### src/rtl/longest_prefix_match_route_table_assert.svh
// assertion macros shared by the route table modules
`ifndef LONGEST_PREFIX_MATCH_ROUTE_TABLE_ASSERT_SVH
`define LONGEST_PREFIX_MATCH_ROUTE_TABLE_ASSERT_SVH

// condition in this cycle implies consequence in the same cycle
`define LPM_ASSERT_NOW(label, clk, rstn, cond, cons, msg) \
    label: assert property (@(posedge clk) disable iff (!(rstn)) (cond) |-> (cons)) \
        else $error(msg);

// condition in this cycle implies consequence in the next cycle
`define LPM_ASSERT_NEXT(label, clk, rstn, cond, cons, msg) \
    label: assert property (@(posedge clk) disable iff (!(rstn)) (cond) |=> (cons)) \
        else $error(msg);

`endif

### src/rtl/lpm_pkg.sv
package lpm_pkg;

    // table size and derived widths
    localparam int TABLE_DEPTH = 16;
    localparam int IDX_W       = (TABLE_DEPTH > 1) ? $clog2(TABLE_DEPTH) : 1;
    localparam logic [IDX_W-1:0] LAST_IDX = IDX_W'(TABLE_DEPTH - 1);

    // fixed field widths
    localparam int ADDR_W = 32;
    localparam int PORT_W = 4;
    localparam int SLOT_W = 4;

    // item opcodes
    localparam logic OP_WRITE  = 1'b0;
    localparam logic OP_LOOKUP = 1'b1;

    typedef struct packed {
        logic              valid;
        logic [ADDR_W-1:0] prefix;
        logic [ADDR_W-1:0] mask;
        logic [ADDR_W-1:0] gateway;
        logic [PORT_W-1:0] port;
    } entry_t;

    // running best candidate fed back to the compare unit
    typedef struct packed {
        logic              found;
        logic [ADDR_W-1:0] mask;
    } best_t;

    typedef struct packed {
        logic matched;
        logic take;
    } cmp_t;

endpackage

### src/rtl/lpm_table.sv
`include "longest_prefix_match_route_table_assert.svh"

module lpm_table (
    input  logic                        aclk,
    input  logic                        aresetn,
    input  logic                        wr_en,
    input  logic [lpm_pkg::IDX_W-1:0]   wr_slot,
    input  lpm_pkg::entry_t             wr_entry,
    input  logic [lpm_pkg::IDX_W-1:0]   rd_slot,
    output lpm_pkg::entry_t             rd_entry
);

    logic [lpm_pkg::TABLE_DEPTH-1:0]   valid_reg;
    logic [lpm_pkg::ADDR_W-1:0]        prefix_reg  [lpm_pkg::TABLE_DEPTH];
    logic [lpm_pkg::ADDR_W-1:0]        mask_reg    [lpm_pkg::TABLE_DEPTH];
    logic [lpm_pkg::ADDR_W-1:0]        gateway_reg [lpm_pkg::TABLE_DEPTH];
    logic [lpm_pkg::PORT_W-1:0]        port_reg    [lpm_pkg::TABLE_DEPTH];

    // valid marks cleared by reset, payload left as is
    always_ff @(posedge aclk) begin
        if (!aresetn) begin
            valid_reg <= '0;
        end else if (wr_en) begin
            valid_reg[wr_slot] <= wr_entry.valid;
        end
        if (wr_en) begin
            prefix_reg[wr_slot]  <= wr_entry.prefix;
            mask_reg[wr_slot]    <= wr_entry.mask;
            gateway_reg[wr_slot] <= wr_entry.gateway;
            port_reg[wr_slot]    <= wr_entry.port;
        end
    end

    always_comb begin
        rd_entry.valid   = valid_reg[rd_slot];
        rd_entry.prefix  = prefix_reg[rd_slot];
        rd_entry.mask    = mask_reg[rd_slot];
        rd_entry.gateway = gateway_reg[rd_slot];
        rd_entry.port    = port_reg[rd_slot];
    end

    `LPM_ASSERT_NEXT(a_valid_written, aclk, aresetn, wr_en, valid_reg[$past(wr_slot)] == $past(wr_entry.valid), "valid mark not stored")

endmodule

### src/rtl/lpm_match_unit.sv
module lpm_match_unit (
    input  lpm_pkg::entry_t             entry,
    input  logic [lpm_pkg::ADDR_W-1:0]  address,
    input  lpm_pkg::best_t              best,
    output lpm_pkg::cmp_t               cmp
);

    // masked compare, then rank by numeric mask value
    always_comb begin
        cmp.matched = entry.valid && (((address ^ entry.prefix) & entry.mask) == '0);
        cmp.take    = cmp.matched && (!best.found || (entry.mask > best.mask));
    end

endmodule

### src/rtl/longest_prefix_match_route_table.sv
// IPv4 longest-prefix-match route table of lpm_pkg::TABLE_DEPTH entries (16).
// Write items (op = 0) store prefix, mask, gateway, port and valid mark in one
// slot in the cycle they transfer and give no result; a slot at or above the
// table depth is ignored. Lookup items (op = 1) give one result each: the
// table is scanned one slot per cycle through a single masked-compare and
// mask-rank unit, so s_ready stays low after a lookup transfers, through the
// scan of every slot and the move of the winner into the output register,
// and longer when the previous result still waits for m_ready. The scan is
// what sets the rate.
// The largest numeric mask wins, the lowest slot on a tie; with no match hit
// and all other result fields are zero. After reset no entry is valid. The
// output register lets a new item transfer while a result waits for m_ready.

`include "longest_prefix_match_route_table_assert.svh"

module longest_prefix_match_route_table (
    input  logic                        aclk,
    input  logic                        aresetn,

    input  logic                        s_valid,
    output logic                        s_ready,
    input  logic                        s_op,
    input  logic [3:0]                  s_entry_index,
    input  logic                        s_entry_valid,
    input  logic [31:0]                 s_route_prefix,
    input  logic [31:0]                 s_route_mask,
    input  logic [31:0]                 s_route_gateway,
    input  logic [3:0]                  s_route_port,
    input  logic [31:0]                 s_lookup_address,

    output logic                        m_valid,
    input  logic                        m_ready,
    output logic                        m_hit,
    output logic [3:0]                  m_match_index,
    output logic [31:0]                 m_next_gateway,
    output logic [3:0]                  m_out_port
);

    typedef enum logic [1:0] {
        ST_IDLE,
        ST_SCAN,
        ST_RESULT
    } state_t;

    state_t                             state_reg, state_next;
    logic [lpm_pkg::IDX_W-1:0]          scan_idx_reg, scan_idx_next;
    logic [lpm_pkg::ADDR_W-1:0]         addr_reg, addr_next;
    logic                               found_reg, found_next;
    logic [lpm_pkg::IDX_W-1:0]          best_idx_reg, best_idx_next;
    logic [lpm_pkg::ADDR_W-1:0]         best_mask_reg, best_mask_next;
    logic [lpm_pkg::ADDR_W-1:0]         best_gw_reg, best_gw_next;
    logic [lpm_pkg::PORT_W-1:0]         best_port_reg, best_port_next;

    logic                               m_valid_reg, m_valid_next;
    logic                               m_hit_reg, m_hit_next;
    logic [lpm_pkg::SLOT_W-1:0]         m_index_reg, m_index_next;
    logic [lpm_pkg::ADDR_W-1:0]         m_gw_reg, m_gw_next;
    logic [lpm_pkg::PORT_W-1:0]         m_port_reg, m_port_next;

    logic                               in_xfer;
    logic                               wr_en;
    logic [lpm_pkg::IDX_W-1:0]          wr_slot;
    lpm_pkg::entry_t                    wr_entry;
    lpm_pkg::entry_t                    rd_entry;
    lpm_pkg::best_t                     best;
    lpm_pkg::cmp_t                      cmp;
    logic                               out_free;

    // input side is open only between lookups
    assign s_ready = (state_reg == ST_IDLE);
    assign in_xfer = s_valid && s_ready;

    // write items go straight into the table
    assign wr_en   = in_xfer && (s_op == lpm_pkg::OP_WRITE)
                     && (32'(s_entry_index) < lpm_pkg::TABLE_DEPTH);
    assign wr_slot = lpm_pkg::IDX_W'(s_entry_index);

    always_comb begin
        wr_entry.valid   = s_entry_valid;
        wr_entry.prefix  = s_route_prefix;
        wr_entry.mask    = s_route_mask;
        wr_entry.gateway = s_route_gateway;
        wr_entry.port    = s_route_port;
    end

    lpm_table u_table (
        .aclk     (aclk),
        .aresetn  (aresetn),
        .wr_en    (wr_en),
        .wr_slot  (wr_slot),
        .wr_entry (wr_entry),
        .rd_slot  (scan_idx_reg),
        .rd_entry (rd_entry)
    );

    // one compare per cycle against the running best
    always_comb begin
        best.found = found_reg;
        best.mask  = best_mask_reg;
    end

    lpm_match_unit u_match (
        .entry   (rd_entry),
        .address (addr_reg),
        .best    (best),
        .cmp     (cmp)
    );

    // output register is free when empty or being drained
    assign out_free = !m_valid_reg || m_ready;

    always_comb begin
        state_next     = state_reg;
        scan_idx_next  = scan_idx_reg;
        addr_next      = addr_reg;
        found_next     = found_reg;
        best_idx_next  = best_idx_reg;
        best_mask_next = best_mask_reg;
        best_gw_next   = best_gw_reg;
        best_port_next = best_port_reg;
        m_valid_next   = m_valid_reg && !m_ready;
        m_hit_next     = m_hit_reg;
        m_index_next   = m_index_reg;
        m_gw_next      = m_gw_reg;
        m_port_next    = m_port_reg;

        case (state_reg)
            ST_IDLE: begin
                if (in_xfer && (s_op == lpm_pkg::OP_LOOKUP)) begin
                    addr_next      = s_lookup_address;
                    scan_idx_next  = '0;
                    found_next     = 1'b0;
                    best_mask_next = '0;
                    state_next     = ST_SCAN;
                end
            end
            ST_SCAN: begin
                if (cmp.take) begin
                    found_next     = 1'b1;
                    best_idx_next  = scan_idx_reg;
                    best_mask_next = rd_entry.mask;
                    best_gw_next   = rd_entry.gateway;
                    best_port_next = rd_entry.port;
                end
                if (scan_idx_reg == lpm_pkg::LAST_IDX) begin
                    state_next = ST_RESULT;
                end else begin
                    scan_idx_next = scan_idx_reg + 1'b1;
                end
            end
            ST_RESULT: begin
                // wait here until the previous result has been taken
                if (out_free) begin
                    m_valid_next = 1'b1;
                    m_hit_next   = found_reg;
                    m_index_next = found_reg ? lpm_pkg::SLOT_W'(best_idx_reg) : '0;
                    m_gw_next    = found_reg ? best_gw_reg : '0;
                    m_port_next  = found_reg ? best_port_reg : '0;
                    state_next   = ST_IDLE;
                end
            end
            default: begin
                state_next = ST_IDLE;
            end
        endcase
    end

    always_ff @(posedge aclk) begin
        if (!aresetn) begin
            state_reg   <= ST_IDLE;
            m_valid_reg <= 1'b0;
        end else begin
            state_reg   <= state_next;
            m_valid_reg <= m_valid_next;
        end
        scan_idx_reg  <= scan_idx_next;
        addr_reg      <= addr_next;
        found_reg     <= found_next;
        best_idx_reg  <= best_idx_next;
        best_mask_reg <= best_mask_next;
        best_gw_reg   <= best_gw_next;
        best_port_reg <= best_port_next;
        m_hit_reg     <= m_hit_next;
        m_index_reg   <= m_index_next;
        m_gw_reg      <= m_gw_next;
        m_port_reg    <= m_port_next;
    end

    assign m_valid        = m_valid_reg;
    assign m_hit          = m_hit_reg;
    assign m_match_index  = m_index_reg;
    assign m_next_gateway = m_gw_reg;
    assign m_out_port     = m_port_reg;

    `LPM_ASSERT_NEXT(a_lookup_starts_scan, aclk, aresetn, in_xfer && (s_op == lpm_pkg::OP_LOOKUP), (state_reg == ST_SCAN) && (scan_idx_reg == '0) && !found_reg, "lookup did not start a scan at slot zero")
    `LPM_ASSERT_NEXT(a_scan_ends, aclk, aresetn, (state_reg == ST_SCAN) && (scan_idx_reg == lpm_pkg::LAST_IDX), state_reg == ST_RESULT, "scan did not end after the last slot")
    `LPM_ASSERT_NOW(a_miss_is_zero, aclk, aresetn, m_valid_reg && !m_hit_reg, (m_index_reg == '0) && (m_gw_reg == '0) && (m_port_reg == '0), "miss result carries nonzero fields")

endmodule
### config.mk
export PLATFORM = sky130hd
export DESIGN_NAME = longest_prefix_match_route_table
export DESIGN_NICKNAME = d
export VERILOG_FILES = /design/src/rtl/lpm_pkg.sv /design/src/rtl/lpm_table.sv /design/src/rtl/lpm_match_unit.sv /design/src/rtl/longest_prefix_match_route_table.sv
export VERILOG_INCLUDE_DIRS = /design/src /design/src/rtl
export SDC_FILE = /design/constraint.sdc
export NUM_CORES = 1
export LEC_CHECK = 0
export BUFFER_PORTS_ARGS = -buffer_cell sky130_fd_sc_hd__buf_2
export CORE_AREA = 2 2 431 326
export DETAILED_ROUTE_END_ITERATION = 8
export DIE_AREA = 0 0 433 328
export PLACE_DENSITY = 0.68
export SETUP_SLACK_MARGIN = 0.05
export SKIP_CTS_REPAIR_TIMING = 1
export SYNTH_ARGS = -nofsm -noshare
export SYNTH_HDL_FRONTEND = slang
export SYNTH_SLANG_ARGS = --single-unit
### constraint.sdc
create_clock -name aclk -period 8.69 [get_ports aclk]
set_input_delay 0.869 -clock aclk [delete_from_list [all_inputs] [get_ports aclk]]
set_output_delay 0.869 -clock aclk [all_outputs]
set_load 0.02 [all_outputs]
== Word level (Yosys, flattened, before mapping) ==
Memory sizes are Yosys's and may differ from the RTL's. A register that Yosys moved wholly into a read port is not among the register bits.
Cells that the tools add are included.

* Output and inout bits: 43
* Input bits: 142
* Bits in writable memories: 1600
* ROM bits: 0
* Bits in latches: 0
* Register bits after elaboration: 133
* Memories: 4

{| class="wikitable"
|+ Memories
! memory !! words !! width !! rd ports !! clocked after memory_dff !! write ports !! line !! text
|-
| u_table.gateway_reg || 16 || 32 || 1 || 1 || 1 || lpm_table.sv:16 || <nowiki>logic [lpm_pkg::ADDR_W-1:0] gateway_reg [lpm_pkg::TABLE_DEPTH];</nowiki>
|-
| u_table.mask_reg || 16 || 32 || 1 || 1 || 1 || lpm_table.sv:15 || <nowiki>logic [lpm_pkg::ADDR_W-1:0] mask_reg [lpm_pkg::TABLE_DEPTH];</nowiki>
|-
| u_table.prefix_reg || 16 || 32 || 1 || 1 || 1 || lpm_table.sv:14 || <nowiki>logic [lpm_pkg::ADDR_W-1:0] prefix_reg [lpm_pkg::TABLE_DEPTH];</nowiki>
|-
| u_table.port_reg || 16 || 4 || 1 || 1 || 1 || lpm_table.sv:17 || <nowiki>logic [lpm_pkg::PORT_W-1:0] port_reg [lpm_pkg::TABLE_DEPTH];</nowiki>
|}

* Muxes and demuxes: 24
* Equality and inequality tests: 8
* Div/mod/pow operators: 0
* Add/subtract/negate cells: 1
* Magnitude comparators: 4
* Multipliers: 0
* Reductions and logical operators: 21
* Shifts and indexed selects: 0
* Bitwise gates (word level): 3

{| class="wikitable"
|+ Operator list
! kind !! number
|-
| $mux W32 || 2
|-
| $pmux W32 S2 || 1
|-
| $and A32 B32 Y32 || 1
|-
| $gt A32 B32 Y1 || 1
|-
| $logic_not A32 Y1 || 1
|-
| $xor A32 B32 Y32 || 1
|-
| $bwmux W16 || 1
|-
| $mux W4 || 4
|-
| $lt A4 B5 Y1 const B || 2
|-
| $reduce_and A3 Y1 || 3
|-
| $mux W1 || 8
|-
| $ne A2 B2 Y1 const B || 4
|-
| $pmux W4 S2 || 1
|-
| $logic_and A1 B1 Y1 || 7
|-
| $mux W2 || 3
|-
| $pmux W2 S3 || 1
|-
| $reduce_and A2 Y1 || 3
|-
| $add A4 B1 Y4 const B || 1
|-
| $bmux W1 S4 || 1
|-
| $demux W1 S4 || 1
|-
| $eq A4 B4 Y1 const B || 1
|-
| $ge A4 B1 Y1 const B || 1
|-
| $logic_not A1 Y1 || 3
|-
| $eq A2 B1 Y1 const B || 1
|-
| other kinds (7) || 8
|}

== Depth between registers and ports, before layout ==
* Depth after elaboration: 7
* Depth in mapped cells: 17
* Mapped depth without buffers: 13

== Modules after synthesis ==
A second synthesis with hierarchy kept.

* Cell total of the unflattened synthesis: 2976
* Area total of the unflattened synthesis: 67264.5 sq um

{| class="wikitable"
|+ Modules (own cells, without submodules)
! module !! area each (sq um) !! cells each !! instances
|-
| lpm_table || 60660.7 || 2547 || 1
|-
| longest_prefix_match_route_table || 5322.6 || 260 || 1
|-
| lpm_match_unit || 1281.2 || 169 || 1
|}

== Worst setup path after synthesis ==
No wires, ideal clock.

* Kind: in2reg
* From: input s_op
* To: register u_table.valid_reg[0] in the netlist's numbering
* Stages: 6
* Required time: 8.565 ns
* Buffers on the path: 1
* Slack: -0.466 ns
* Arrival: 9.031 ns
* Cell sequence: nand3b_1 -> or3_1 -> clkbuf_1 -> nor3_1 -> mux2i_1 -> nor2b_1

* Cells in the longest elaborated chain, start to end: 2

{| class="wikitable"
|+ RTL lines
! item !! line !! text
|-
| start: declaration || longest_prefix_match_route_table.sv:22 || <nowiki>input logic s_op,</nowiki>
|-
| $not A1 Y1 || longest_prefix_match_route_table.sv:74 || <nowiki>assign wr_en = in_xfer && (s_op == lpm_pkg::OP_WRITE)</nowiki>
|-
| $logic_and A1 B1 Y1 || longest_prefix_match_route_table.sv:74 ||
|-
| end signal: indexed assignment || lpm_table.sv:24 || <nowiki>valid_reg[wr_slot] <= wr_entry.valid;</nowiki>
|-
| end: declaration || lpm_table.sv:13 || <nowiki>logic [lpm_pkg::TABLE_DEPTH-1:0] valid_reg;</nowiki>
|}

No other way between the ends.
A chain may end at the register's enable or synchronous reset.

==> key figures <==
Outcome
  • Outcome: complete, no violations

Clock network
  • Clock Sinks: 1773
  • H-tree levels: 4
  • Clock Tree Root: clkbuf_16
  • CTS tree: done
  • Clk slew on worst S/H paths: 0.07 ns
  • Worst-skew pair later-pin latency: 0.82 ns
  • CTS buffer count: 167
  • CTS Buffer Depth: 3

GRT
  • First-pass GRT wire length: 234 mm
  • Vias in the first global route: roughly 33000
  • GRT met3 Usage: 0.0453
  • Initial antenna violation count: 28
  • GRT overflow: 0
  • GRT Max-Usage Layer: met1
  • Pin count of the biggest net entering global routing: 122
  • Total GRT Usage: 0.230
  • Routing usage on met1: 0.351
  • GR Util met2: 0.346

Synth
  • Ys flop type: edfxtp_1
  • Post-Syn Instances: ~3300
  • Seq cells post-synth: about 1800
  • Synth top area share: 0.767
  • Synth warn: 0
  • Synth Net Count: 3429
  • Synth top cells by count: edfxtp_1 (1750), mux4_2 (333), mux2i_1 (210)
  • Post-synth ARST share: 0
  • Largest area contributor in the netlist: edfxtp_1
  • Synth cell types: 58
  • Most common cell in the netlist: edfxtp_1
  • Syn Area/Cell: 21.1 sq um
  • Synthesized area: 68500 sq um
  • Area contributors post-synth: edfxtp_1 (77%), mux4_2 (11%), mux2i_1 (3.1%)
  • Seq/Total Area, Yosys: 0.774
  • Post-synth EDFFs: 1750

Setup path
  • WS Path Type: reg2reg
  • Slowest-stage cell, CP: dfxtp_4
  • Most frequent CP cell: nand3_1
  • CP arrival: 6.39 ns
  • Largest fanout on the critical path: 42
  • Critical Path, Cell by Cell: buf_4, mux4_2, mux2i_1, mux2i_1, ha_1, nand4_1, nor3_1, nand3_1, nand3_1, a211o_1, nor4_1, nand3_1, nor2_4, buf_4
  • Max stage delay on crit path: 0.89 ns
  • Crit path max-delay family: simple AND/OR/NAND/NOR gates
  • Critical path startpoint category: flip-flop
  • Worst Path Buf+Inv: 2
  • Crit path required time: 9.12 ns
  • Element type at the critical path end: flip-flop

Timing
  • Final setup fails: 0
  • FMAX: 168 MHz
  • Final min period: 5.96 ns
  • Max-slew headroom: 0.266
  • RSZ-0062 raised after global routing: no
  • Worst-Margin Slew: 1.10 ns
  • Post-route setup TNS: 0 ns
  • Post-Route Skew: around 0.040 ns
  • Max Slew Vio Count: 0
  • Post-route clock period utilization: 0.686
  • Final Hold Viols: 0

Floorplan
  • Num ports: between 150 and 200
  • Initial Utilization: 0.498
  • Die height: roughly 330 um
  • CORE AREA: 137000 sq um
  • FP Rows: 118
  • Full die area: 142000 sq um
  • Die X: 433 um

Layout
  • Nets@finish: ~3700
  • Area Growth Syn to Fin: 12.9%
  • Filler Cells Inserted: about 10000
  • Layout cells sized above 1: 0.245

Detailed routing
  • WL/cell: 29.6 um
  • Initial DRC count: 4055
  • Final wirelength: 163 mm
  • Pre-antenna DRT Iters: 6
  • Routed vias/inst: 6.06
  • Routed vias: 33400
  • DRC viols: 0
  • DRT antenna net count: 0

Placement
  • Placer Congestion: 0.803
  • Port bufs: around 180
  • DPL Wire Length: 80.4 mm

Power
  • Max VDD drop: 181 uV
  • Pwr per Cell Area: 238 nW/um^2
  • P_leak: 0.0249 uW
  • Tot Pwr: 18400 uW

Flow run
  • # Max-Cap Violations: 0

Worst hold path
  • Hold Crit Class: in2reg
## report_power, final
| part | switching [uW] | internal [uW] | leakage [uW] |
|---|---|---|---|
| combinational | 891 | 623 | 0.00619 |
| clock | 3160 | 4210 | 0.00269 |
| sequential | 60.6 | 9480 | 0.0160 |
| total | 4110 | 14300 | 0.0249 |
## cells by family (layout without fill, tap and decap cells)
group                    count (synthesis)  count (layout)  synth area share
other                                    0              11                 0
flip-flops                            1773            1773             0.774
XOR/XNOR                                16              16           0.00205
adder cells (fa/ha/maj)                 33              33           0.00603
AND/OR/NAND/NOR                        330             330            0.0248
buffers and inverters                  199             592            0.0138
AO/OA/AOI/OAI                          309             309            0.0298
multiplexers                           594             594             0.150
## area by class of cell
class | instances | area (sq um) | share of cell area
well taps | 1860 | 2330 | 0.0301
clock buffers | 202 | 4430 | 0.0572
diodes | 11 | 27.5 | 0.000356
inverters | 42 | 158 | 0.00204
repair buffers | 246 | 1560 | 0.0202
flip-flops and latches | 1773 | 53000 | 0.685
multi-input cells | 1282 | 14700 | 0.190
clock inverters | 102 | 1110 | 0.0144
## through the flow
step	area [sq um]	setup slack, ns	std cells	utilization	hold WS (ns)
finish	77400	2.73	5518	0.563	0.241
global route	77400	2.38	5512	0.563	0.196
CTS	77300	2.68	5507	0.563	0.172
detailed placement	71800	2.69	5203	0.522	0.479
global placement	71800	2.75	5203	0.522	0.469
floorplan	68500	2.37	3254	-	0.451
## metal layers
metal  vias to the layer above  routed length [um]
li1                      14000                   -
met1                     17700               70400
met2                      1492               75600
met3                       246               14000
met4                        10                3140
met5                         -                  59
## cells in the final DEF (no fill, tap or decap), types with 30 or more instances in the layout
cell       instances
edfxtp_1        1750
mux4_2           333
mux2i_1          210
buf_2            184
clkbuf_16        171
nand2_1           98
o21ai_0           90
and2_1            73
a22oi_1           55
a21oi_1           54
buf_4             48
mux2_2            45
inv_1             40
a221oi_1          39
clkinv_1          38
ha_1              33
nor2_1            30
## worst reg2reg max path: stages (launching register included)
cell and delay [ns]:
dfxtp_4 0.89, buf_4 0.74, mux4_2 0.38, mux2i_1 0.09
mux2i_1 0.70, ha_1 0.42, nand4_1 0.14, nor3_1 0.08
nand3_1 0.08, nand3_1 0.09, a211o_1 0.30, nor4_1 0.20
nand3_1 0.24, nor2_4 0.61, buf_4 0.62
## path summary, 6_finish.rpt
kind / slack [ns] / cells past startpoint / from / to
worst max register to register: 2.73 / 14 / flip-flop / best_gw_reg[14]
worst min register to register: 0.49 / 2 / u_table.valid_reg[14] / u_table.valid_reg[14]
worst min-delay path: 0.24 / 1 / s_lookup_address[26] / addr_reg[26]
worst max-delay path: 2.73 / 14 / flip-flop / best_gw_reg[14]
(Power assumes the default switching activity.)
